`config.mk`:
```
export PLATFORM = sky130hd
export DESIGN_NAME = balancing_robot_lqr_controller
export DESIGN_NICKNAME = d
export VERILOG_FILES = /design/src/hw/rtl/blrc_pkg.sv /design/src/hw/rtl/balancing_robot_lqr_controller.sv /design/src/hw/rtl/blrc_queue.sv /design/src/hw/rtl/blrc_front.sv /design/src/hw/rtl/blrc_back.sv
export SDC_FILE = /design/constraint.sdc
export NUM_CORES = 2
export LEC_CHECK = 0
export BUFFER_PORTS_ARGS = -buffer_cell sky130_fd_sc_hd__buf_2
export CORE_MARGIN = 2
export CORE_UTILIZATION = 45
export DETAILED_ROUTE_END_ITERATION = 8
export GPL_TIMING_DRIVEN = 0
export HOLD_SLACK_MARGIN = 0.12
export MAX_ROUTING_LAYER = met4
export PLACE_DENSITY = 0.59
export SETUP_SLACK_MARGIN = 0.2
export SYNTH_ARGS = -nofsm -noshare
export SYNTH_HDL_FRONTEND = slang
export SYNTH_SLANG_ARGS = --single-unit
export TNS_END_PERCENT = 50
```
`constraint.sdc`:
```
create_clock -name clk -period 31.9 [get_ports clk]
set_input_delay 1.595 -clock clk [delete_from_list [all_inputs] [get_ports clk]]
set_output_delay 1.595 -clock clk [all_outputs]
set_load 0.005 [all_outputs]
```
`src/hw/rtl/blrc_pkg.sv`:
```
// Shared types, codes and helpers of the balancing robot LQR controller.
// No dependencies; every other file of the block refers to it by scoped names.
package blrc_pkg;

    localparam int DATA_W      = 32;
    localparam int STATUS_W    = 8;
    localparam int IDX_W       = 3;
    localparam int QUEUE_DEPTH = 2;
    localparam int OPND_W      = DATA_W + 1;        // speed error and wheel difference
    localparam int PROD_W      = DATA_W + OPND_W;   // one gain product
    localparam int SUM_W       = PROD_W + 3;        // room for the sum of terms

    // Item kinds on the input tuser
    localparam logic KIND_PACKET = 1'b0;
    localparam logic KIND_TICK   = 1'b1;

    // Status byte codes carried by a packet
    localparam logic [STATUS_W-1:0] STATUS_READY     = 8'd0;
    localparam logic [STATUS_W-1:0] STATUS_NOT_READY = 8'd1;
    localparam logic [STATUS_W-1:0] STATUS_RUNNING   = 8'd2;

    typedef enum logic [1:0] {
        MODE_READY     = 2'd0,
        MODE_NOT_READY = 2'd1,
        MODE_RUNNING   = 2'd2
    } mode_t;

    typedef enum logic [1:0] {
        CMD_NOP        = 2'd0,
        CMD_START      = 2'd1,
        CMD_STOP       = 2'd2,
        CMD_SET_SPEEDS = 2'd3
    } cmd_t;

    // Work handed from the front end to the back end
    typedef enum logic [1:0] {
        OP_SET_READY     = 2'd0,
        OP_SET_NOT_READY = 2'd1,
        OP_RUN           = 2'd2,
        OP_TICK          = 2'd3
    } op_t;

    typedef enum logic [IDX_W-1:0] {
        REG_GAIN_TILT        = 3'd0,
        REG_GAIN_TILT_RATE   = 3'd1,
        REG_GAIN_SPEED_ERROR = 3'd2,
        REG_GAIN_INTEGRAL    = 3'd3,
        REG_GAIN_TURN        = 3'd4
    } reg_idx_t;

    localparam logic signed [DATA_W-1:0] GAIN_TILT_RESET        = -32'sd25467488;
    localparam logic signed [DATA_W-1:0] GAIN_TILT_RATE_RESET   = -32'sd11355161;
    localparam logic signed [DATA_W-1:0] GAIN_SPEED_ERROR_RESET = -32'sd518377;
    localparam logic signed [DATA_W-1:0] GAIN_INTEGRAL_RESET    = -32'sd13107;
    localparam logic signed [DATA_W-1:0] GAIN_TURN_RESET        = 32'sd196608;

    // Multiply sequence: one term per step, turn term last
    localparam logic [2:0] TERM_TILT        = 3'd0;
    localparam logic [2:0] TERM_TILT_RATE   = 3'd1;
    localparam logic [2:0] TERM_SPEED_ERROR = 3'd2;
    localparam logic [2:0] TERM_INTEGRAL    = 3'd3;
    localparam logic [2:0] TERM_TURN        = 3'd4;
    localparam logic [2:0] TERM_DRAIN       = 3'd5;

    typedef enum logic [2:0] {
        ST_IDLE  = 3'd0,
        ST_PREP  = 3'd1,
        ST_INTEG = 3'd2,
        ST_MUL   = 3'd3,
        ST_OUT   = 3'd4
    } back_state_t;

    typedef struct packed {
        op_t                       op;
        logic signed [DATA_W-1:0]  tilt;
        logic signed [DATA_W-1:0]  tilt_rate;
        logic signed [DATA_W-1:0]  speed_a;
        logic signed [DATA_W-1:0]  speed_b;
    } item_t;

    // Clamp a wide signed value to the 32-bit range
    function automatic logic signed [DATA_W-1:0] sat32(input logic signed [SUM_W-1:0] x);
        logic signed [SUM_W-1:0] hi;
        logic signed [SUM_W-1:0] lo;
        hi = SUM_W'(signed'({1'b0, {(DATA_W-1){1'b1}}}));
        lo = -hi - SUM_W'(1);
        if (x > hi)
            sat32 = {1'b0, {(DATA_W-1){1'b1}}};
        else if (x < lo)
            sat32 = {1'b1, {(DATA_W-1){1'b0}}};
        else
            sat32 = x[DATA_W-1:0];
    endfunction

endpackage

```
`src/hw/rtl/balancing_robot_lqr_controller.sv`:
```
// Top level of the balancing robot LQR controller.
// Depends on blrc_pkg, blrc_front, blrc_queue and blrc_back.

// Two-wheel balancing controller in fixed point with FRAC_BITS fraction bits.
// Input beats are status packets (tuser 0) or control ticks (tuser 1); a packet
// updates the robot mode and, when running, latches the measurements, and gives
// no result. Each tick gives one result beat: start, no-op, or set-speeds with
// both LQR wheel setpoints. The front end decodes beats into a two-entry queue
// and keeps accepting while the back end works, as long as the queue has room.
// A packet is applied as the back end pops it; a non-running tick goes straight
// to the output state, while a running tick first has the single 32x33 multiplier
// form the five gain products one after another. Gains are to be written on the
// cfg port by the user only while no item is in flight; the block does not check.
module balancing_robot_lqr_controller
#(
    parameter int FRAC_BITS = 16
)
(
    input  logic          clk,
    input  logic          rst_n,
    input  logic          cfg_we,
    input  logic [2:0]    cfg_index,
    input  logic [31:0]   cfg_data,
    input  logic          s_axis_tvalid,
    output logic          s_axis_tready,
    // status_code[7:0], tilt[39:8], tilt_rate[71:40],
    // wheel_speed_a[103:72], wheel_speed_b[135:104]
    input  logic [135:0]  s_axis_tdata,
    // kind[0]
    input  logic          s_axis_tuser,
    output logic          m_axis_tvalid,
    input  logic          m_axis_tready,
    // setpoint_a[31:0], setpoint_b[63:32]
    output logic [63:0]   m_axis_tdata,
    // command[1:0]
    output logic [1:0]    m_axis_tuser
);

    logic             push;
    logic             queue_full;
    logic             queue_not_empty;
    logic             pop;
    blrc_pkg::item_t  push_item;
    blrc_pkg::item_t  pop_item;

    blrc_front u_front
    (
        .s_axis_tvalid (s_axis_tvalid),
        .s_axis_tready (s_axis_tready),
        .s_axis_tdata  (s_axis_tdata),
        .s_axis_tuser  (s_axis_tuser),
        .queue_full    (queue_full),
        .push          (push),
        .push_item     (push_item)
    );

    blrc_queue u_queue
    (
        .clk       (clk),
        .rst_n     (rst_n),
        .push      (push),
        .push_item (push_item),
        .full      (queue_full),
        .pop       (pop),
        .pop_item  (pop_item),
        .not_empty (queue_not_empty)
    );

    blrc_back #(
        .FRAC_BITS (FRAC_BITS)
    ) u_back
    (
        .clk           (clk),
        .rst_n         (rst_n),
        .cfg_we        (cfg_we),
        .cfg_index     (cfg_index),
        .cfg_data      (cfg_data),
        .item_valid    (queue_not_empty),
        .item          (pop_item),
        .pop           (pop),
        .m_axis_tvalid (m_axis_tvalid),
        .m_axis_tready (m_axis_tready),
        .m_axis_tdata  (m_axis_tdata),
        .m_axis_tuser  (m_axis_tuser)
    );

endmodule

```
`src/hw/rtl/blrc_queue.sv`:
```
// Short queue of decoded items between the front end and the back end.
// Depends on blrc_pkg for the item type and depth.
module blrc_queue
(
    input  logic               clk,
    input  logic               rst_n,
    input  logic               push,
    input  blrc_pkg::item_t    push_item,
    output logic               full,
    input  logic               pop,
    output blrc_pkg::item_t    pop_item,
    output logic               not_empty
);

    localparam int PTR_W = $clog2(blrc_pkg::QUEUE_DEPTH);
    localparam int CNT_W = $clog2(blrc_pkg::QUEUE_DEPTH + 1);

    blrc_pkg::item_t     slot_reg [blrc_pkg::QUEUE_DEPTH];
    logic [PTR_W-1:0]    wr_ptr_reg;
    logic [PTR_W-1:0]    rd_ptr_reg;
    logic [CNT_W-1:0]    count_reg;

    assign full      = (count_reg == CNT_W'(blrc_pkg::QUEUE_DEPTH));
    assign not_empty = (count_reg != '0);
    assign pop_item  = slot_reg[rd_ptr_reg];

    // Store pushed items
    always_ff @(posedge clk)
    begin
        if (push)
            slot_reg[wr_ptr_reg] <= push_item;
    end

    // Advance pointers and fill count
    always_ff @(posedge clk or negedge rst_n)
    begin
        if (!rst_n)
        begin
            wr_ptr_reg <= '0;
            rd_ptr_reg <= '0;
            count_reg  <= '0;
        end
        else
        begin
            if (push)
                wr_ptr_reg <= (wr_ptr_reg == PTR_W'(blrc_pkg::QUEUE_DEPTH - 1)) ?
                              '0 : wr_ptr_reg + PTR_W'(1);
            if (pop)
                rd_ptr_reg <= (rd_ptr_reg == PTR_W'(blrc_pkg::QUEUE_DEPTH - 1)) ?
                              '0 : rd_ptr_reg + PTR_W'(1);
            if (push && !pop)
                count_reg <= count_reg + CNT_W'(1);
            else if (pop && !push)
                count_reg <= count_reg - CNT_W'(1);
        end
    end

endmodule

```
`src/hw/rtl/blrc_front.sv`:
```
// Front end: takes input beats, decodes kind and status byte into work items.
// Depends on blrc_pkg; feeds blrc_queue.
module blrc_front
(
    input  logic                                s_axis_tvalid,
    output logic                                s_axis_tready,
    input  logic [135:0]                        s_axis_tdata,
    input  logic                                s_axis_tuser,
    input  logic                                queue_full,
    output logic                                push,
    output blrc_pkg::item_t                     push_item
);

    logic [blrc_pkg::STATUS_W-1:0] status;
    logic                          keep;

    assign s_axis_tready = !queue_full;
    assign status        = s_axis_tdata[7:0];

    // Classify the beat; unknown status codes are dropped here
    always_comb
    begin
        push_item.tilt      = s_axis_tdata[39:8];
        push_item.tilt_rate = s_axis_tdata[71:40];
        push_item.speed_a   = s_axis_tdata[103:72];
        push_item.speed_b   = s_axis_tdata[135:104];
        push_item.op        = blrc_pkg::OP_TICK;
        keep                = 1'b1;
        if (s_axis_tuser == blrc_pkg::KIND_PACKET)
        begin
            priority if (status == blrc_pkg::STATUS_READY)
                push_item.op = blrc_pkg::OP_SET_READY;
            else if (status == blrc_pkg::STATUS_NOT_READY)
                push_item.op = blrc_pkg::OP_SET_NOT_READY;
            else if (status == blrc_pkg::STATUS_RUNNING)
                push_item.op = blrc_pkg::OP_RUN;
            else
                keep = 1'b0;
        end
    end

    assign push = s_axis_tvalid && s_axis_tready && keep;

endmodule

```
`src/hw/rtl/blrc_back.sv`:
```
// Back end: robot mode, held measurements, gains, the sequenced LQR arithmetic
// and the output register. Depends on blrc_pkg; fed by blrc_queue.
module blrc_back
#(
    parameter int FRAC_BITS = 16
)
(
    input  logic                   clk,
    input  logic                   rst_n,
    input  logic                   cfg_we,
    input  logic [2:0]             cfg_index,
    input  logic [31:0]            cfg_data,
    input  logic                   item_valid,
    input  blrc_pkg::item_t        item,
    output logic                   pop,
    output logic                   m_axis_tvalid,
    input  logic                   m_axis_tready,
    output logic [63:0]            m_axis_tdata,
    output logic [1:0]             m_axis_tuser
);

    localparam int DW = blrc_pkg::DATA_W;
    localparam int OW = blrc_pkg::OPND_W;
    localparam int PW = blrc_pkg::PROD_W;
    localparam int SW = blrc_pkg::SUM_W;

    blrc_pkg::back_state_t     state_reg;
    blrc_pkg::back_state_t     state_next;
    blrc_pkg::mode_t           mode_reg;
    blrc_pkg::cmd_t            cmd_reg;
    logic signed [DW-1:0]      gain_tilt_reg;
    logic signed [DW-1:0]      gain_tilt_rate_reg;
    logic signed [DW-1:0]      gain_speed_error_reg;
    logic signed [DW-1:0]      gain_integral_reg;
    logic signed [DW-1:0]      gain_turn_reg;
    logic signed [DW-1:0]      held_tilt_reg;
    logic signed [DW-1:0]      held_tilt_rate_reg;
    logic signed [DW-1:0]      held_speed_a_reg;
    logic signed [DW-1:0]      held_speed_b_reg;
    logic signed [DW-1:0]      integral_reg;
    logic signed [OW-1:0]      err_reg;
    logic signed [OW-1:0]      diff_reg;
    logic [2:0]                step_reg;
    logic signed [PW-1:0]      prod_reg;
    logic signed [SW-1:0]      acc_reg;
    logic signed [SW-1:0]      turn_reg;
    logic                      out_valid_reg;
    blrc_pkg::cmd_t            out_cmd_reg;
    logic signed [DW-1:0]      out_a_reg;
    logic signed [DW-1:0]      out_b_reg;

    logic                      load_out;
    logic signed [DW-1:0]      mul_a;
    logic signed [OW-1:0]      mul_b;
    logic signed [PW-1:0]      prod_next;
    logic signed [SW-1:0]      term_wide;
    logic signed [OW:0]        half_sum;
    logic signed [OW:0]        neg_half;
    logic signed [SW-1:0]      integ_sum;
    logic signed [SW-1:0]      sum_plus;
    logic signed [SW-1:0]      sum_minus;

    // Next state
    always_comb
    begin
        state_next = state_reg;
        unique case (state_reg)
            blrc_pkg::ST_IDLE:
            begin
                if (item_valid && item.op == blrc_pkg::OP_TICK)
                    state_next = (mode_reg == blrc_pkg::MODE_RUNNING) ?
                                 blrc_pkg::ST_PREP : blrc_pkg::ST_OUT;
            end
            blrc_pkg::ST_PREP:  state_next = blrc_pkg::ST_INTEG;
            blrc_pkg::ST_INTEG: state_next = blrc_pkg::ST_MUL;
            blrc_pkg::ST_MUL:
            begin
                if (step_reg == blrc_pkg::TERM_DRAIN)
                    state_next = blrc_pkg::ST_OUT;
            end
            blrc_pkg::ST_OUT:
            begin
                if (!out_valid_reg || m_axis_tready)
                    state_next = blrc_pkg::ST_IDLE;
            end
            default: state_next = blrc_pkg::ST_IDLE;
        endcase
    end

    // Control outputs of the sequencer
    always_comb
    begin
        pop      = 1'b0;
        load_out = 1'b0;
        unique case (state_reg)
            blrc_pkg::ST_IDLE: pop      = item_valid;
            blrc_pkg::ST_OUT:  load_out = !out_valid_reg || m_axis_tready;
            default:
            begin
                pop      = 1'b0;
                load_out = 1'b0;
            end
        endcase
    end

    always_ff @(posedge clk or negedge rst_n)
    begin
        if (!rst_n)
            state_reg <= blrc_pkg::ST_IDLE;
        else
            state_reg <= state_next;
    end

    // Pick one gain and one operand per multiply step
    always_comb
    begin
        mul_a = '0;
        mul_b = '0;
        unique case (step_reg)
            blrc_pkg::TERM_TILT:
            begin
                mul_a = gain_tilt_reg;
                mul_b = OW'(held_tilt_reg);
            end
            blrc_pkg::TERM_TILT_RATE:
            begin
                mul_a = gain_tilt_rate_reg;
                mul_b = OW'(held_tilt_rate_reg);
            end
            blrc_pkg::TERM_SPEED_ERROR:
            begin
                mul_a = gain_speed_error_reg;
                mul_b = err_reg;
            end
            blrc_pkg::TERM_INTEGRAL:
            begin
                mul_a = gain_integral_reg;
                mul_b = OW'(integral_reg);
            end
            blrc_pkg::TERM_TURN:
            begin
                mul_a = gain_turn_reg;
                mul_b = diff_reg;
            end
            default:
            begin
                mul_a = '0;
                mul_b = '0;
            end
        endcase
    end

    assign prod_next = PW'(mul_a) * PW'(mul_b);
    assign term_wide = SW'(prod_reg);

    // Mean wheel speed floored, then negated: the linear speed error
    assign half_sum  = (OW'(held_speed_a_reg) + OW'(held_speed_b_reg)) >>> 1;
    assign neg_half  = -half_sum;
    assign integ_sum = SW'(integral_reg) + SW'(err_reg);
    assign sum_plus  = acc_reg + turn_reg;
    assign sum_minus = acc_reg - turn_reg;

    // Configuration, mode, held measurements and arithmetic
    always_ff @(posedge clk or negedge rst_n)
    begin
        if (!rst_n)
        begin
            gain_tilt_reg        <= blrc_pkg::GAIN_TILT_RESET;
            gain_tilt_rate_reg   <= blrc_pkg::GAIN_TILT_RATE_RESET;
            gain_speed_error_reg <= blrc_pkg::GAIN_SPEED_ERROR_RESET;
            gain_integral_reg    <= blrc_pkg::GAIN_INTEGRAL_RESET;
            gain_turn_reg        <= blrc_pkg::GAIN_TURN_RESET;
            mode_reg             <= blrc_pkg::MODE_NOT_READY;
            held_tilt_reg        <= '0;
            held_tilt_rate_reg   <= '0;
            held_speed_a_reg     <= '0;
            held_speed_b_reg     <= '0;
            integral_reg         <= '0;
            cmd_reg              <= blrc_pkg::CMD_NOP;
            step_reg             <= '0;
        end
        else
        begin
            if (cfg_we)
            begin
                unique case (blrc_pkg::reg_idx_t'(cfg_index))
                    blrc_pkg::REG_GAIN_TILT:        gain_tilt_reg        <= cfg_data;
                    blrc_pkg::REG_GAIN_TILT_RATE:   gain_tilt_rate_reg   <= cfg_data;
                    blrc_pkg::REG_GAIN_SPEED_ERROR: gain_speed_error_reg <= cfg_data;
                    blrc_pkg::REG_GAIN_INTEGRAL:    gain_integral_reg    <= cfg_data;
                    blrc_pkg::REG_GAIN_TURN:        gain_turn_reg        <= cfg_data;
                    default: ;
                endcase
            end

            // Apply a popped item
            if (pop)
            begin
                unique case (item.op)
                    blrc_pkg::OP_SET_READY:     mode_reg <= blrc_pkg::MODE_READY;
                    blrc_pkg::OP_SET_NOT_READY: mode_reg <= blrc_pkg::MODE_NOT_READY;
                    blrc_pkg::OP_RUN:
                    begin
                        mode_reg           <= blrc_pkg::MODE_RUNNING;
                        held_tilt_reg      <= item.tilt;
                        held_tilt_rate_reg <= item.tilt_rate;
                        held_speed_a_reg   <= item.speed_a;
                        held_speed_b_reg   <= item.speed_b;
                    end
                    blrc_pkg::OP_TICK:
                    begin
                        unique case (mode_reg)
                            blrc_pkg::MODE_READY:   cmd_reg <= blrc_pkg::CMD_START;
                            blrc_pkg::MODE_RUNNING: cmd_reg <= blrc_pkg::CMD_SET_SPEEDS;
                            default:                cmd_reg <= blrc_pkg::CMD_NOP;
                        endcase
                    end
                    default: ;
                endcase
            end

            // Advance the integral with saturation
            if (state_reg == blrc_pkg::ST_INTEG)
                integral_reg <= blrc_pkg::sat32(integ_sum);

            // Step counter of the multiply sequence
            if (state_reg == blrc_pkg::ST_MUL)
                step_reg <= step_reg + 3'd1;
            else
                step_reg <= '0;
        end
    end

    // Arithmetic pipeline registers
    always_ff @(posedge clk)
    begin
        if (pop && item.op == blrc_pkg::OP_TICK)
        begin
            acc_reg  <= '0;
            turn_reg <= '0;
        end
        if (state_reg == blrc_pkg::ST_PREP)
        begin
            err_reg  <= OW'(neg_half);
            diff_reg <= OW'(held_speed_b_reg) - OW'(held_speed_a_reg);
        end
        if (state_reg == blrc_pkg::ST_MUL)
        begin
            prod_reg <= prod_next;
            // Fold in the product of the previous step, floored
            if (step_reg == blrc_pkg::TERM_DRAIN)
                turn_reg <= term_wide >>> (FRAC_BITS + 1);
            else if (step_reg != blrc_pkg::TERM_TILT)
                acc_reg <= acc_reg + (term_wide >>> FRAC_BITS);
        end
    end

    // Output register
    always_ff @(posedge clk or negedge rst_n)
    begin
        if (!rst_n)
            out_valid_reg <= 1'b0;
        else if (load_out)
            out_valid_reg <= 1'b1;
        else if (m_axis_tready)
            out_valid_reg <= 1'b0;
    end

    always_ff @(posedge clk)
    begin
        if (load_out)
        begin
            out_cmd_reg <= cmd_reg;
            out_a_reg   <= blrc_pkg::sat32(sum_plus);
            out_b_reg   <= blrc_pkg::sat32(sum_minus);
        end
    end

    assign m_axis_tvalid = out_valid_reg;
    assign m_axis_tuser  = out_cmd_reg;
    assign m_axis_tdata  = {out_b_reg, out_a_reg};

endmodule

```
==> results.sh <==
export IMPL_path_class="flop to flop"
export IMPL_hpwl_um=260000
export IMPL_ios=245
export IMPL_synth_common_cells="inv_1 (1248), fa_1 (1117), nand2_1 (979)"
export IMPL_antenna_found_initial=37
export IMPL_std_cell_rows=160
export IMPL_portBuffers=244
export IMPL_cts_repair_resized=0
export IMPL_largest_reg_flops=260
export IMPL_hold_violations=0
export IMPL_synth_seq_cells=912
export IMPL_ys_seq_area_share_pct=28.5
export IMPL_slew_headroom_pct=-5.22
export IMPL_grt_pass1_wl_um=460000
export IMPL_status="finished with violations"
export IMPL_crit_family="buffers and inverters"
export IMPL_slowest_stage="clkbuf_1"
export IMPL_synth_simple_area_share_pct=12.0
export IMPL_synth_top_family_by_area="adder cells"
export IMPL_coreArea_mm2=0.190
export IMPL_hold_buffers=0
export IMPL_critical_path_buf_inv_count=11
export IMPL_avgRoutedWirePerCell_um=26.6
export IMPL_avgSynthCellArea_um2=9.81
export IMPL_async_reset_ff_share_pct=36.7
export IMPL_dieArea_mm2=0.194
export IMPL_cts_tree="done"
export IMPL_fp_dieW_um=441
export IMPL_synth_top_area_share_pct=26.0
export IMPL_cts_root_buf="clkbuf_16"
export IMPL_dr_pass1_iters=8
export IMPL_ant_nets=0
export IMPL_postCtsSetupBuffers=0
export IMPL_drv_slew=35
export IMPL_synth_flop_cell="edfxtp_1"
export IMPL_period_minus_slack_ns=16.03
export IMPL_numCtsBuffers=106
export IMPL_cap_violations=7
export IMPL_synth_compound_area_share_pct=11.7
export IMPL_yosysMostFrequentCell="inv_1"
export IMPL_synth_area_top_cells="fa_1 (26%), edfxtp_1 (15%), dfrtp_1 (7.1%)"
export IMPL_worst_pin_slew_ns=1.57
export IMPL_synth_xor_area_share_pct=3.61
export IMPL_dieHeight_um=441
export IMPL_initial_core_util_pct=45.2
export IMPL_cts_sinks=912
export IMPL_synthCells=8754
export IMPL_yosys_warnings=0
export IMPL_setup_tns_ns=0
export IMPL_path_common_cell="fa_1"
export IMPL_violations="max-capacitance violations, max-slew violations"
export IMPL_fin_crit_sh_pct=50.2
export IMPL_fin_nets=10900
export IMPL_crit_path_end_kind="flop"
export IMPL_setup_viol_count_final=0
export IMPL_yosysTopAreaCell="fa_1"
export IMPL_grt_total_usage_pct=33.5
export IMPL_clk_latency_ns=0.83
export IMPL_drtIter0Drc=5309
export IMPL_num_vias=66500
export IMPL_overflow=0
export IMPL_synth_nets=10500
export IMPL_routed_via_density=5.64
export IMPL_drcViolationCount=0
export IMPL_crit_required_ns=32.39
export IMPL_final_setup_skew_ns=0.0904
export IMPL_h_tree_depth=3
export IMPL_grt_pass1_vias=69200
export IMPL_wl_um=313000
export IMPL_netlist_area_mm2=0.0859
export IMPL_grt_setup_unrepaired="no"
export IMPL_clk_path_buf_depth=3
export IMPL_grt_max_degree=121
export IMPL_drive_gt1_share_pct=8.86
export IMPL_hp_class="flop to flop"
export IMPL_area_delta_synth_final_pct=10.2
export IMPL_arrival_ns=16.52
export IMPL_muxShareOfSynthArea_pct=3.71
export IMPL_start_kind="flop"
export IMPL_fmax_mhz=62.4
export IMPL_max_stage_delay_ns=1.11
export IMPL_globalplace_congestion=1.03
export IMPL_worstPathMaxFanout=10
export IMPL_synth_edff_count=441
export IMPL_yosysUniqueCellTypes=97
export IMPL_synthAdderAreaFrac_pct=33.1
export IMPL_cts_clk_slew_worst_paths_ns=0.07
==> metal layers <==
layer / track usage (%) / part of all wire [%] / routed length (um)
met3: 5.29 / 6.4 / 20100
met1: 39.1 / 39 / 121000
met2: 55.6 / 48 / 152000
met5: - / 0 / 0
met4: 18.2 / 6.6 / 20700
==> per-stage QoR <==
step                utilization (%)  hold slack, ns  cells  area [um^2]  setup WS (ns)
finish                         49.8           0.440  11800        94600          15.87
global route                   49.8           0.448  11800        94600          15.42
CTS                            49.8           0.435  11700        94500          15.98
detailed placement             47.8           0.436  11500        90800          16.02
global placement               47.5           0.436  11500        90300          15.35
floorplan                         -           0.425   8754        85900          21.33
==> final timing paths <==
kind	start	to	slack (ns)	cells past startpoint
max in group asynchronous	rst_n	u_back.held_tilt_reg[30]$_DFFE_PN0P_	29.83	2
worst max-delay path	u_back.step_reg[2]$_DFF_PN0_	u_back.prod_reg[64]$_DFFE_PP_	15.87	38
worst min register to register	u_back.cmd_reg[0]$_DFFE_PN0P_	u_back.m_axis_tuser[0]$_DFFE_PP_	0.44	0
worst max register to register	u_back.step_reg[2]$_DFF_PN0_	u_back.prod_reg[64]$_DFFE_PP_	15.87	38
min in group asynchronous	rst_n	u_back.held_speed_b_reg[6]$_DFFE_PN0P_	0.82	1
worst min-delay path	u_back.cmd_reg[0]$_DFFE_PN0P_	u_back.m_axis_tuser[0]$_DFFE_PP_	0.44	0
==> layout by cell type, fill, tap and decap left out, drive strengths merged, types with 74 or more instances in the layout <==
master,count
nand2,979
a21oi,348
dfrtp,244
mux2,164
edfxtp,441
nor3,95
nor2,784
fa,1117
dfstp,91
buf,339
nand3,115
o21a,74
ha,487
xor2,94
mux2i,134
dfxtp,136
clkbuf,499
a21o,137
o21ai,448
xnor2,260
inv,1259
==> cells by family (layout without fill, tap and decap cells) <==
kind of cell	after synthesis	after routing
flip-flops	912	912
AND/OR/NAND/NOR	2362	2362
XOR/XNOR	354	354
other	0	36
adder cells (fa/ha/maj)	1604	1604
multiplexers	298	298
buffers and inverters	1688	2163
AO/OA/AOI/OAI	1536	1536
==> layout make-up <==
cell class,count,area [um^2]
clock inverters,66,877
plain buffers,429,1690
diodes,36,90.1
multi-input cells,6154,55100
clock buffers,134,2830
well taps,2511,3140
inverters,1259,4730
fillers,17800,95300
flip-flops and latches,912,24500
repair buffers,275,1720
Power is not shown: default switching activity piles up to over one toggle a cycle in this logic, so the estimate is an artifact.
